==> src/hdl/ebm_pkg.sv <==
// Shared types and constants for the extent block map.
`timescale 1ns / 1ps

package ebm_pkg;

    // Function codes carried on the input channel.
    localparam logic [1:0] FUNC_HDR   = 2'd0;
    localparam logic [1:0] FUNC_EXT   = 2'd1;
    localparam logic [1:0] FUNC_XLATE = 2'd2;

    // Result status codes.
    localparam logic [1:0] STATUS_MAPPED    = 2'd0;
    localparam logic [1:0] STATUS_NO_EXTENT = 2'd1;
    localparam logic [1:0] STATUS_BAD_MAGIC = 2'd2;
    localparam logic [1:0] STATUS_DEPTH     = 2'd3;

    localparam logic [15:0] EXT_MAGIC   = 16'hF30A;
    localparam logic [15:0] UNINIT_BIAS = 16'd32768;

    // Clipped entry count field, wide enough for the largest table size.
    localparam int CNT_FIELD_W = 5;

    // Command queue between the front and the back.
    localparam int QUEUE_DEPTH = 4;
    localparam int QPTR_W      = 2;

    // One classified command. For a translate, first holds the logical block.
    typedef struct packed {
        logic [1:0]             kind;
        logic                   magic_ok;
        logic                   depth_zero;
        logic [CNT_FIELD_W-1:0] count;
        logic [1:0]             slot;
        logic [31:0]            first;
        logic [15:0]            len;
        logic [47:0]            phys;
    } cmd_t;

endpackage

==> src/hdl/ebm_front.sv <==
// Front end: decodes input words into queue commands and drops no-op words.
`timescale 1ns / 1ps

module ebm_front #(
    parameter int MaxExtents = 4
) (
    input  logic               push,
    input  logic               full,
    input  logic [1:0]         func,
    input  logic [15:0]        hdr_magic,
    input  logic [15:0]        hdr_entries,
    input  logic [15:0]        hdr_depth,
    input  logic [1:0]         slot,
    input  logic [31:0]        ext_logical,
    input  logic [15:0]        ext_len_raw,
    input  logic [15:0]        ext_phys_hi,
    input  logic [31:0]        ext_phys_lo,
    input  logic [31:0]        logical_block,
    output logic               cmd_push,
    output ebm_pkg::cmd_t      cmd
);

    import ebm_pkg::*;

    logic accept;
    logic keep;

    assign accept = push && !full;

    always_comb
    begin
        case (func)
            FUNC_HDR:   keep = 1'b1;
            FUNC_EXT:   keep = (int'(slot) < MaxExtents);
            FUNC_XLATE: keep = 1'b1;
            default:    keep = 1'b0;
        endcase
    end

    assign cmd_push = accept && keep;

    always_comb
    begin
        cmd.kind       = func;
        cmd.magic_ok   = (hdr_magic == EXT_MAGIC);
        cmd.depth_zero = (hdr_depth == 16'd0);
        if (int'(hdr_entries) < MaxExtents)
        begin
            cmd.count = hdr_entries[CNT_FIELD_W-1:0];
        end
        else
        begin
            cmd.count = CNT_FIELD_W'(MaxExtents);
        end
        cmd.slot = slot;
        cmd.first = (func == FUNC_XLATE) ? logical_block : ext_logical;
        // A raw length above the bias marks an uninitialized extent.
        cmd.len  = (ext_len_raw > UNINIT_BIAS) ? (ext_len_raw - UNINIT_BIAS) : ext_len_raw;
        cmd.phys = {ext_phys_hi, ext_phys_lo};
    end

endmodule

==> src/hdl/ebm_fifo.sv <==
// Short command queue between the front end and the back end.
`timescale 1ns / 1ps

module ebm_fifo (
    input  logic          clk,
    input  logic          rst_n,
    input  logic          wr_en,
    input  ebm_pkg::cmd_t wr_data,
    input  logic          rd_en,
    output ebm_pkg::cmd_t rd_data,
    output logic          full,
    output logic          empty
);

    import ebm_pkg::*;

    cmd_t              mem [QUEUE_DEPTH];
    logic [QPTR_W-1:0] wr_ptr_reg;
    logic [QPTR_W-1:0] wr_ptr_next;
    logic [QPTR_W-1:0] rd_ptr_reg;
    logic [QPTR_W-1:0] rd_ptr_next;
    logic [QPTR_W:0]   count_reg;
    logic [QPTR_W:0]   count_next;
    logic              do_wr;
    logic              do_rd;

    assign full  = (count_reg == (QPTR_W+1)'(QUEUE_DEPTH));
    assign empty = (count_reg == '0);
    assign do_wr = wr_en && !full;
    assign do_rd = rd_en && !empty;

    assign rd_data = mem[rd_ptr_reg];

    always_comb
    begin
        wr_ptr_next = do_wr ? wr_ptr_reg + 1'b1 : wr_ptr_reg;
        rd_ptr_next = do_rd ? rd_ptr_reg + 1'b1 : rd_ptr_reg;
        count_next  = count_reg;
        if (do_wr && !do_rd)
        begin
            count_next = count_reg + 1'b1;
        end
        else if (do_rd && !do_wr)
        begin
            count_next = count_reg - 1'b1;
        end
    end

    always_ff @(posedge clk or negedge rst_n)
    begin
        if (!rst_n)
        begin
            wr_ptr_reg <= '0;
            rd_ptr_reg <= '0;
            count_reg  <= '0;
        end
        else
        begin
            wr_ptr_reg <= wr_ptr_next;
            rd_ptr_reg <= rd_ptr_next;
            count_reg  <= count_next;
        end
    end

    always_ff @(posedge clk)
    begin
        if (do_wr)
        begin
            mem[wr_ptr_reg] <= wr_data;
        end
    end

endmodule

==> src/hdl/ebm_back.sv <==
// Back end: applies table loads and walks the extent slots for translations.
`timescale 1ns / 1ps

module ebm_back #(
    parameter int MaxExtents = 4
) (
    input  logic          clk,
    input  logic          rst_n,
    input  ebm_pkg::cmd_t cmd,
    input  logic          cmd_valid,
    output logic          cmd_pop,
    input  logic          pop,
    output logic          empty,
    output logic [48:0]   physical_block,
    output logic          mapped,
    output logic [1:0]    status
);

    import ebm_pkg::*;

    localparam int CNT_W = $clog2(MaxExtents + 1);
    localparam int IDX_W = (MaxExtents > 1) ? $clog2(MaxExtents) : 1;

    localparam logic [1:0] S_IDLE = 2'd0;
    localparam logic [1:0] S_SCAN = 2'd1;
    localparam logic [1:0] S_ADD  = 2'd2;
    localparam logic [1:0] S_OUT  = 2'd3;

    logic [31:0] first_mem [MaxExtents];
    logic [15:0] len_mem   [MaxExtents];
    logic [47:0] phys_mem  [MaxExtents];

    logic [1:0]       state_reg, state_next;
    logic             magic_ok_reg, magic_ok_next;
    logic             depth_zero_reg, depth_zero_next;
    logic [CNT_W-1:0] used_count_reg, used_count_next;
    logic [CNT_W-1:0] scan_idx_reg, scan_idx_next;
    logic [31:0]      lb_reg, lb_next;
    logic [31:0]      off_reg, off_next;
    logic [48:0]      res_phys_reg, res_phys_next;
    logic             res_mapped_reg, res_mapped_next;
    logic [1:0]       res_status_reg, res_status_next;
    logic             out_valid_reg, out_valid_next;
    logic [48:0]      out_phys_reg, out_phys_next;
    logic             out_mapped_reg, out_mapped_next;
    logic [1:0]       out_status_reg, out_status_next;

    logic             wr_en;
    logic [IDX_W-1:0] wr_idx;
    logic [IDX_W-1:0] rd_idx;
    logic [32:0]      diff;
    logic             hit;
    logic             out_taken;
    logic             out_free;

    assign rd_idx = scan_idx_reg[IDX_W-1:0];
    assign wr_idx = IDX_W'(cmd.slot);

    // The subtraction is one bit wider so a block below the extent start shows as a borrow.
    assign diff = {1'b0, lb_reg} - {1'b0, first_mem[rd_idx]};
    assign hit  = !diff[32] && (diff[31:0] < {16'd0, len_mem[rd_idx]});

    assign out_taken = pop && out_valid_reg;
    assign out_free  = !out_valid_reg || out_taken;

    assign cmd_pop = (state_reg == S_IDLE) && cmd_valid;
    assign wr_en   = cmd_pop && (cmd.kind == FUNC_EXT);

    always_comb
    begin
        state_next      = state_reg;
        magic_ok_next   = magic_ok_reg;
        depth_zero_next = depth_zero_reg;
        used_count_next = used_count_reg;
        scan_idx_next   = scan_idx_reg;
        lb_next         = lb_reg;
        off_next        = off_reg;
        res_phys_next   = res_phys_reg;
        res_mapped_next = res_mapped_reg;
        res_status_next = res_status_reg;
        out_valid_next  = out_taken ? 1'b0 : out_valid_reg;
        out_phys_next   = out_phys_reg;
        out_mapped_next = out_mapped_reg;
        out_status_next = out_status_reg;

        case (state_reg)
            S_IDLE:
            begin
                if (cmd_valid)
                begin
                    case (cmd.kind)
                        FUNC_HDR:
                        begin
                            magic_ok_next   = cmd.magic_ok;
                            depth_zero_next = cmd.depth_zero;
                            used_count_next = cmd.count[CNT_W-1:0];
                        end
                        FUNC_XLATE:
                        begin
                            lb_next         = cmd.first;
                            scan_idx_next   = '0;
                            res_phys_next   = '0;
                            res_mapped_next = 1'b0;
                            if (!magic_ok_reg)
                            begin
                                res_status_next = STATUS_BAD_MAGIC;
                                state_next      = S_OUT;
                            end
                            else if (!depth_zero_reg)
                            begin
                                res_status_next = STATUS_DEPTH;
                                state_next      = S_OUT;
                            end
                            else
                            begin
                                state_next = S_SCAN;
                            end
                        end
                        default:
                        begin
                        end
                    endcase
                end
            end
            S_SCAN:
            begin
                if (scan_idx_reg >= used_count_reg)
                begin
                    res_status_next = STATUS_NO_EXTENT;
                    state_next      = S_OUT;
                end
                else if (hit)
                begin
                    off_next        = diff[31:0];
                    res_mapped_next = 1'b1;
                    res_status_next = STATUS_MAPPED;
                    state_next      = S_ADD;
                end
                else
                begin
                    scan_idx_next = scan_idx_reg + 1'b1;
                end
            end
            S_ADD:
            begin
                res_phys_next = {1'b0, phys_mem[rd_idx]} + {17'd0, off_reg};
                state_next    = S_OUT;
            end
            S_OUT:
            begin
                if (out_free)
                begin
                    out_valid_next  = 1'b1;
                    out_phys_next   = res_phys_reg;
                    out_mapped_next = res_mapped_reg;
                    out_status_next = res_status_reg;
                    state_next      = S_IDLE;
                end
            end
            default:
            begin
                state_next = S_IDLE;
            end
        endcase
    end

    always_ff @(posedge clk or negedge rst_n)
    begin
        if (!rst_n)
        begin
            state_reg      <= S_IDLE;
            magic_ok_reg   <= 1'b0;
            depth_zero_reg <= 1'b0;
            used_count_reg <= '0;
            scan_idx_reg   <= '0;
            out_valid_reg  <= 1'b0;
        end
        else
        begin
            state_reg      <= state_next;
            magic_ok_reg   <= magic_ok_next;
            depth_zero_reg <= depth_zero_next;
            used_count_reg <= used_count_next;
            scan_idx_reg   <= scan_idx_next;
            out_valid_reg  <= out_valid_next;
        end
    end

    always_ff @(posedge clk)
    begin
        lb_reg         <= lb_next;
        off_reg        <= off_next;
        res_phys_reg   <= res_phys_next;
        res_mapped_reg <= res_mapped_next;
        res_status_reg <= res_status_next;
        out_phys_reg   <= out_phys_next;
        out_mapped_reg <= out_mapped_next;
        out_status_reg <= out_status_next;
        if (wr_en)
        begin
            first_mem[wr_idx] <= cmd.first;
            len_mem[wr_idx]   <= cmd.len;
            phys_mem[wr_idx]  <= cmd.phys;
        end
    end

    assign empty          = !out_valid_reg;
    assign physical_block = out_phys_reg;
    assign mapped         = out_mapped_reg;
    assign status         = out_status_reg;

endmodule

==> src/hdl/extent_block_map.sv <==
// Top level of the extent block map: front end, command queue and back end.
`timescale 1ns / 1ps
//
// Translates a logical file block to a physical block through a table of
// up to MAX_EXTENTS inline extents. Words are pushed with push while full is
// low; func selects a header load, an extent slot load or a translation.
// Loads give no result. Each translation gives one result word, read from
// physical_block, mapped and status while empty is low and taken with pop.
// Accepted words other than no-ops enter a four-entry command queue; an idle
// back end takes one command per cycle from it and is busy with a translation
// until its result is registered. The slot walk checks one extent per cycle;
// a hit then passes through the add and output states, a miss goes from the
// walk to the output state, and a bad header goes from idle straight to the
// output state. A load is applied as the back end takes it, and it stays idle.
// While a result waits on a stalled receiver, one more translation can finish
// into the back end's holding register and the queue keeps accepting words
// until it fills. Reset empties the queue and the result port and clears the
// header state; slot contents are left as they were and must be loaded
// before they are used.
//

module extent_block_map #(
    parameter int MAX_EXTENTS = 4
) (
    input  logic        clk,
    input  logic        rst_n,
    input  logic        push,
    output logic        full,
    input  logic [1:0]  func,
    input  logic [15:0] hdr_magic,
    input  logic [15:0] hdr_entries,
    input  logic [15:0] hdr_depth,
    input  logic [1:0]  slot,
    input  logic [31:0] ext_logical,
    input  logic [15:0] ext_len_raw,
    input  logic [15:0] ext_phys_hi,
    input  logic [31:0] ext_phys_lo,
    input  logic [31:0] logical_block,
    output logic        empty,
    input  logic        pop,
    output logic [48:0] physical_block,
    output logic        mapped,
    output logic [1:0]  status
);

    import ebm_pkg::*;

    cmd_t front_cmd;
    cmd_t back_cmd;
    logic front_push;
    logic q_empty;
    logic back_pop;

    ebm_front #(
        .MaxExtents (MAX_EXTENTS)
    ) u_front (
        .push          (push),
        .full          (full),
        .func          (func),
        .hdr_magic     (hdr_magic),
        .hdr_entries   (hdr_entries),
        .hdr_depth     (hdr_depth),
        .slot          (slot),
        .ext_logical   (ext_logical),
        .ext_len_raw   (ext_len_raw),
        .ext_phys_hi   (ext_phys_hi),
        .ext_phys_lo   (ext_phys_lo),
        .logical_block (logical_block),
        .cmd_push      (front_push),
        .cmd           (front_cmd)
    );

    ebm_fifo u_fifo (
        .clk     (clk),
        .rst_n   (rst_n),
        .wr_en   (front_push),
        .wr_data (front_cmd),
        .rd_en   (back_pop),
        .rd_data (back_cmd),
        .full    (full),
        .empty   (q_empty)
    );

    ebm_back #(
        .MaxExtents (MAX_EXTENTS)
    ) u_back (
        .clk            (clk),
        .rst_n          (rst_n),
        .cmd            (back_cmd),
        .cmd_valid      (!q_empty),
        .cmd_pop        (back_pop),
        .pop            (pop),
        .empty          (empty),
        .physical_block (physical_block),
        .mapped         (mapped),
        .status         (status)
    );

endmodule

==> config.mk <==
export PLATFORM = sky130hd
export DESIGN_NAME = extent_block_map
export DESIGN_NICKNAME = d
export VERILOG_FILES = /design/src/hdl/ebm_pkg.sv /design/src/hdl/ebm_front.sv /design/src/hdl/ebm_fifo.sv /design/src/hdl/ebm_back.sv /design/src/hdl/extent_block_map.sv
export SDC_FILE = /design/constraint.sdc
export NUM_CORES = 1
export LEC_CHECK = 0
export BUFFER_PORTS_ARGS = -buffer_cell sky130_fd_sc_hd__buf_4
export CORE_MARGIN = 3
export CORE_UTILIZATION = 60
export CTS_CLUSTER_SIZE = 24
export DETAILED_ROUTE_END_ITERATION = 7
export PLACE_DENSITY = 0.79
export SLEW_MARGIN = 20
export SYNTH_ARGS = -nofsm -noshare
export SYNTH_HDL_FRONTEND = slang
export SYNTH_HIERARCHICAL = 1
export SYNTH_SLANG_ARGS = --single-unit
==> constraint.sdc <==
create_clock -name clk -period 26.4 [get_ports clk]
set_input_delay 7.92 -clock clk [delete_from_list [all_inputs] [get_ports clk]]
set_output_delay 7.92 -clock clk [all_outputs]
set_load 0.05 [all_outputs]
Word-level counts from Yosys, hierarchy flattened
Memories as Yosys holds them, arrays and structs flattened.
Index checks and enable logic that the tools add are counted.
Word-level totals
  flip-flop bits (word level): 186
  RAM bits: 812
  bits of input ports: 184
  output and inout bits: 54
  word-level logic and storage cells: 128
  memories: 4
Memory list
  u_fifo.mem: words 4, bits a word 107, rd ports 1, clocked after Yosys merged registers in 0, wr ports 1, line ebm_fifo.sv:17  | cmd_t mem [QUEUE_DEPTH];
  u_back.phys_mem: words 4, bits a word 48, rd ports 1, clocked after Yosys merged registers in 0, wr ports 1, line ebm_back.sv:31  | logic [47:0] phys_mem [MaxExtents];
  u_back.first_mem: words 4, bits a word 32, rd ports 1, clocked after Yosys merged registers in 0, wr ports 1, line ebm_back.sv:29  | logic [31:0] first_mem [MaxExtents];
  u_back.len_mem: words 4, bits a word 16, rd ports 1, clocked after Yosys merged registers in 0, wr ports 1, line ebm_back.sv:30  | logic [15:0] len_mem [MaxExtents];
Cells by class
  add/subtract/negate cells: 8
  $lt $le $gt $ge: 4
  equality and inequality tests: 17
  muxes and demuxes: 41
  bitwise logic cells: 2
  reductions and logical operators: 35
Operators with widths (count)
  two-way mux 49 bit: 2
  one-hot mux 49 bit (2 select lines): 1
  adder 48 x 32 -> 49 bit: 1
  subtractor 32 x 32 -> 33 bit: 1
  < comparator 32 x 16 -> 1 bit: 1
  two-way mux 32 bit: 1
  two-way mux 2 bit: 13
  two-way mux 3 bit: 6
  equality test 16 bit, second input constant: 1
  > comparator 16 bit, second input constant: 1
  zero test 16 bit: 1
  < comparator 16 x 3 -> 1 bit, second input constant: 1
  two-way mux 16 bit: 1
  subtractor 16 bit, second input constant: 1
  AND reduction 5 bit: 3
  two-way mux 1 bit: 12
  AND reduction 3 bit: 4
  logical AND 1 bit: 10
  equality test 2 bit, second input constant: 4
  != test 2 bit, second input constant: 4
  one-hot mux 2 bit (4 select lines): 1
  adder 3 x 1 -> 3 bit, second input constant: 2
  equality test 2 x 1 -> 1 bit, second input constant: 3
  zero test 1 bit: 6
  other kinds (19): 26

Depth between registers and ports, before layout
Gate-level depths: netlist (run 1).
  depth after elaboration: 9
  gate-level depth with buffers: 24
  depth with buffers taken out: 20

By module
Netlist (run 1), hierarchy kept.
By module, submodules not included
  ebm_back: times used 1, cells each 1481, area an instance 24501.0 sq um, seq. area each 16851.2 sq um
  ebm_fifo: times used 1, cells each 595, area an instance 15817.7 sq um, seq. area each 13027.5 sq um
  ebm_front: times used 1, cells each 133, area an instance 1106.1 sq um, seq. area each 0.0 sq um
  extent_block_map: times used 1, cells each 1, area an instance 3.8 sq um, seq. area each 0.0 sq um

Worst setup path before layout (run 1)
No wires, ideal clock.
  kind: input-to-reg
  start point: in push
  end point: mem u_fifo/mem[0][0] (netlist name) (enable)
  library setup time: 478 ps
  arrival: 10900 ps
  required time: 25922 ps
  slack: 15022 ps
  cell stages on the path: 5
  buffers on the path: 1
  path through: inv_1 -> a211oi_1 -> nor2b_1 -> buf_2 -> and2_1
Between the ends
  longest elaborated chain between the ends: 5
RTL lines
  start, declared: line extent_block_map.sv:27  | input logic push,
  logical AND 1 bit: line ebm_front.sv:28  | assign accept = push && !full;
  logical AND 1 bit: line ebm_front.sv:40  | assign cmd_push = accept && keep;
  net front_push: line extent_block_map.sv:50  | logic front_push;
  logical AND 1 bit: line ebm_fifo.sv:29  | assign do_wr = wr_en && !full;
  net u_fifo.do_wr: line ebm_fifo.sv:24  | logic do_wr;
  two-way mux 1 bit: line ebm_fifo.sv:67  | if (do_wr)
  two-way mux 1 bit (not written as such): line ebm_fifo.sv:69  | mem[wr_ptr_reg] <= wr_data;
  end, declared: line ebm_fifo.sv:17
The timed path passes the listed nets, and every way through them passes these cells.

Worst setup path after layout (run 1)
  start point: in func[0]
  end point: mem u_fifo/mem[3][71] (netlist name) (enable)
Between the ends
  longest elaborated chain between the ends: 7
  elaborated cells on any way between the ends: 9
  classes of those cells: eq/ne (2); mux (3); reduce/logical (4)
RTL lines
  start, declared: line extent_block_map.sv:29  | input logic [1:0] func,
  equality test 2 x 1 -> 1 bit (tied with other cells): line ebm_front.sv:32  | case (func)
  OR reduction 3 bit (no line) *
  two-way mux 1 bit *: line ebm_front.sv:32
  logical AND 1 bit *: line ebm_front.sv:40
  net front_push: line extent_block_map.sv:50
  logical AND 1 bit *: line ebm_fifo.sv:29
  two-way mux 1 bit *: line ebm_fifo.sv:67
  two-way mux 1 bit (not written as such) *: line ebm_fifo.sv:69
The timed path passes the listed nets; every way through them passes the cells marked *.

==> results.yml, run 1 <==
routing:
  viasPerCell: 6.225
  drc: 0
  wirelength_um: 82750
  drt-pass1-iter-count: 8
  detail-route-antenna-nets: 0
  route.vias.total: 20940
  wl_per_cell_um: 24.60
  drt-initial-drc-count: 1891
grt:
  grt_use_total_pct: 23.56
  overflow: 0
  grt_pass1_vias: 21698
  grt_max_degree: 79
  grt_antenna_before_repair: 2
  grt_pass1_wl_um: 127100
floorplan:
  die_w_um: 267.8
  row_count: 95
  die_y_um: 267.8
  initial_core_util_pct: 60.91
  die-area_mm2: 0.07172
  core_area_mm2: 0.06751
  num_io_pins: 238
cts:
  clock_sinks: 990
  cts_setup_buffers: 0
  cts_tree: "built"
  hold_buffers: 0
  clkSlewWorstSetupHoldPaths_ns: 0.06
  clkLatencyLatePin_ns: 0.65
  cts_resized: 0
  cts_max_path_buffers: 3
  cts_root_buf: "clkbuf_16"
  h-tree-depth: 3
  cts_made_buffers: 94
pwr:
  ir_drop_mv: 0.06747
  pwr-share-clk_pct: 26.5
  cell_internal_pwr_uw: 3478
  swShare_pct: 30.91
  leakagePower_uw: 0.01582
  p_seq_share_pct: 45.3
  pwr_density_cell_mw_per_mm2: 108.4
  power_frac_comb_pct: 28.2
  switching_power_uw: 1556
setup_path:
  worstSetupEndpoint: "u_fifo/mem[3][71]"
  startpoint: "func[0]"
  r2r_start: "u_back/scan_idx_reg[0]"
  crit_required_ns: 26.66
  rr_worst_depth: 20
  startpoint_type: "input pin"
  arrival_ns: 10.55
  cp_max_fo: 59
  setup.worst_path.class: "input pin to flop"
  crit_path_end_kind: "flop"
  r2r-end: "u_back/off_reg[11]"
  reg2reg_slack_ns: 19.90
sta:
  fin_setup_tns_ns: 0
  fin_crit_sh_pct: 38.97
  clock.fmax_mhz: 97.20
  relSlewSlack_pct: 27.84
  clock_skew_ns: 0.01816
  tightest_slew_ns: 1.082
  timing.final.crit_period_ns: 10.29
  finalSetupViolCount: 0
  hold_violations: 0
  rsz0062_at_grt: "false"
  drv_slew: 0
cells_and_area:
  final_cell_mix: "edfxtp_1, buf_4, mux4_2, clkbuf_16, ha_1"
  regMostFlops: "u_fifo/mem"
  final_util_pct: 68.80
  syn2layout_area_growth_pct: 12.95
  reg_top3: "u_fifo/mem (420), u_back/phys_mem (192), u_back/first_mem (128)"
  drive_gt1_share_pct: 28.49
  final_net_count: 2689
  final_common_cell: "edfxtp_1"
  final_area_mm2: 0.04645
  largest_register_ffs: 420
placed_design:
  placed_area_mm2: 0.04335
  globalplace.congestion: 0.8857
  dpl.hpwl_um: 51270
  port-buffer-count: 237
job:
  drv_cap: 0
status:
  status: "complete, no violations"
yosys:
  syn_nets: 2476
  yosys_warnings: 6
  synth_area_mm2: 0.04112
  synth_area_per_cell_um2: 18.72
  synth_cells: 2197
worst_hold_path:
  hp-class: "flop to flop"
==> worst max-delay path, stage by stage <==
cell and delay [ns]:
buf_4 0.14, a211oi_1 0.24, nor2b_1 0.52, and2_4 0.72, buf_4 0.92
==> routing by layer <==
layer | GRT usage (%) | part of all wire, %
met3 | 4.102 | 6.8
met2 | 40.47 | 51
met1 | 31.20 | 39
met4 | 7.576 | 3.0
met5 | 0 | 0.015
==> through the flow <==
step	cells	total power (µW)	setup WS, ns	hold slack (ns)
3_3_place_gp	3186	3664	15.47	0.4030
3_5_place_dp	3187	3728	15.45	0.4045
6_report	3364	5035	16.11	0.4175
5_1_grt	3363	5260	15.93	0.4226
4_1_cts	3362	5072	16.10	0.4173
2_1_floorplan	2197	3333	15.07	0.4003
==> how the worst min path moves through the flow <==
| stage | cells past startpoint | startpoint | slack, ns | endpoint |
|---|---|---|---|---|
| floorplan | 0 | u_back/res_mapped_reg | 0.40 | u_back/mapped |
| global placement | 0 | u_back/res_phys_reg[37] | 0.40 | u_back/physical_block[37] |
| detailed placement | 0 | u_back/res_phys_reg[25] | 0.40 | u_back/physical_block[25] |
| CTS | 0 | u_back/res_phys_reg[25] | 0.42 | u_back/physical_block[25] |
| global route | 0 | u_back/res_phys_reg[43] | 0.42 | u_back/physical_block[43] |
| finish | 0 | u_back/res_phys_reg[25] | 0.42 | u_back/physical_block[25] |
==> cell type report <==
| type | instances | area, µm² |
|---|---|---|
| diodes | 2 | 5.005 |
| clock buffers | 107 | 2422 |
| clock inverters | 68 | 674.4 |
| fillers | 4122 | 21060 |
| inverters | 90 | 337.8 |
| multi-input cells | 976 | 10300 |
| flip-flops and latches | 990 | 29650 |
| well taps | 873 | 1092 |
| repair buffers | 258 | 1962 |
==> power by group through the flow <==
stage          sequential (µW)  clock (µW)  combinational [µW]
4_1_cts                   2280        1360                1430
6_report                  2280        1330                1420
2_1_floorplan             2360           0                 974
3_5_place_dp              2310           0                1420
3_3_place_gp              2290           0                1370
5_1_grt                   2300        1410                1540
Power figures use the tool's default switching activity.
==> inputs of run 2 (changes only) <==
Clock period 26.4 ns to 10.43 ns, I/O delays scaled along.
==> run 2 against run 1 <==
Clock-buffer cell count up 3. Non-clock buffer count is 2 higher. Highest routed layer is now met4. Worst hold slack got worse by 0.00087 ns. Clock power increased to 2.6 times the previous value. Sequential cell count is the same. Clock skew is 0.0058 ns higher.
==> results.yml, run 2 (synthesized netlist as in run 1, its figures left out) <==
status:
  status: "complete, no violations"
sta:
  fin_setup_tns_ns: 0
  clock_skew_ns: 0.02391
  rsz0062_at_grt: "false"
  finalSetupViolCount: 0
  fin_crit_sh_pct: 58.99
  whs_ns: 0.4166
  hold_violations: 0
  clock.fmax_mhz: 162.5
  timing.final.crit_period_ns: 6.153
  setup_ws_ns: 4.277
  relSlewSlack_pct: 29.31
  drv_slew: 0
  tightest_slew_ns: 1.060
cts:
  cts_resized: 0
  cts_root_buf: "clkbuf_16"
  cts_max_path_buffers: 3
  cts_made_buffers: 97
  clkLatencyLatePin_ns: 0.65
  clock_sinks: 990
  cts_setup_buffers: 0
  clkSlewWorstSetupHoldPaths_ns: 0.06
  h-tree-depth: 3
  cts_tree: "built"
  hold_buffers: 0
routing:
  drt-pass1-iter-count: 5
  drt-initial-drc-count: 1675
  viasPerCell: 6.045
  drc: 0
  detail-route-antenna-nets: 0
  wirelength_um: 80960
  wl_per_cell_um: 24.04
  route.vias.total: 20358
cells_and_area:
  regMostFlops: "u_fifo/mem"
  reg_top3: "u_fifo/mem (420), u_back/phys_mem (192), u_back/first_mem (128)"
  largest_register_ffs: 420
  syn2layout_area_growth_pct: 13.23
  drive_gt1_share_pct: 28.42
  nFillCells: 4223
  final_net_count: 2694
  final_common_cell: "edfxtp_1"
  final_cell_mix: "edfxtp_1, buf_4, mux4_2, clkbuf_16, ha_1"
  final_cells: 3368
  diodes: 0
placed_design:
  preCtsSetupSlack_ns: 4.261
  place_inst: 3188
  dpl.hpwl_um: 51290
  port-buffer-count: 237
  globalplace.congestion: 0.8705
floorplan:
  row_count: 95
  initial_core_util_pct: 60.91
  die-area_mm2: 0.07172
  die_y_um: 267.8
  core_area_mm2: 0.06751
  die_w_um: 267.8
  num_io_pins: 238
setup_path:
  crit_slowest_cell: "dfrtp_4"
  crit_buf_inv: 1
  path_cells: "mux4_2, ha_1, fa_1, nand2b_1, a21oi_2, o211ai_2, nand2b_1, a21oi_1, xnor2_1, ha_1, a21o_1, a2111oi_0, a21oi_1, o21a_1, or3_1, a211oi_2, nand4_1, or4_1, nor4_2, buf_4"
  setup.worst_path.class: "flop to flop"
  arrival_ns: 6.45
  cp_max_fo: 32
  startpoint: "u_back/scan_idx_reg[0]"
  max_stage_delay_ns: 0.73
  startpoint_type: "flop"
  path_delay_family: "compound AO/OA/AOI/OAI gates"
  crit_path_end_kind: "flop"
  crit_required_ns: 10.73
  r2r_start: "u_back/scan_idx_reg[0]"
job:
  drv_cap: 0
worst_hold_path:
  min_from: "u_back/res_phys_reg[32]"
  hp-class: "flop to flop"
grt:
  grt_pass1_vias: 20981
  grt_use_total_pct: 22.99
  overflow: 0
  grt_antenna_before_repair: 0
  grt_max_degree: 81
  grt_pass1_wl_um: 124100
pwr:
  leakagePower_uw: 0.01586
  power_uw: 12810
  pwr_density_cell_mw_per_mm2: 275.1
  ir_drop_mv: 0.1800
-- run 2: where the power goes --
| group | internal (µW) | leakage [µW] | switching [µW] |
|---|---|---|---|
| Combinational | 1350 | 0.00525 | 2210 |
| Sequential | 5500 | 0.00906 | 262 |
| Clock | 2040 | 0.00156 | 1430 |
-- run 2: worst reg2reg max path: stages, from the launching register on --
cell and delay, ns:
dfrtp_4 0.73, mux4_2 0.57, ha_1 0.21, fa_1 0.40, nand2b_1 0.20, a21oi_2 0.24, o211ai_2 0.16, nand2b_1 0.10
a21oi_1 0.07, xnor2_1 0.22, ha_1 0.30, a21o_1 0.18, a2111oi_0 0.39, a21oi_1 0.14, o21a_1 0.17, or3_1 0.36
a211oi_2 0.19, nand4_1 0.10, or4_1 0.50, nor4_2 0.16, buf_4 0.41
-- run 2: worst paths after layout --
| kind | endpoint | slack [ns] | cells past startpoint |
|---|---|---|---|
| setup / recovery | u_back/off_reg[10] | 4.28 | 20 |
| hold / removal | u_back/physical_block[32] | 0.42 | 0 |
| setup reg to reg | u_back/off_reg[10] | 4.28 | 20 |
| hold reg to reg | u_back/physical_block[32] | 0.42 | 0 |
| max in group asynchronous | u_back/scan_idx_reg[1] | 7.80 | 1 |
| min in group asynchronous | u_fifo/rd_ptr_reg[1] | 2.37 | 1 |
-- run 2: routing by layer --
metal	routed length, µm	track usage, %	vias up
li1	-	-	9161
met1	32790	31.99	10388
met2	41490	38.86	675
met3	4844	3.671	134
met4	1834	5.851	0
met5	0	0	-
-- run 2: area by class of cell --
type	instances	area [µm²]	share of cell area (%)
repair buffers	260	1977	4.245
clock buffers	110	2497	5.363
flip-flops and latches	990	29650	63.68
clock inverters	69	703.2	1.510
well taps	873	1092	2.346
inverters	90	337.8	0.7255
multi-input cells	976	10300	22.13
-- run 2: through the flow --
step / util (%) / area [µm²]
floorplan: - / 41120
global placement: 64.20 / 43340
detailed placement: 64.20 / 43340
CTS: 68.94 / 46540
global route: 68.97 / 46570
finish: 68.97 / 46570
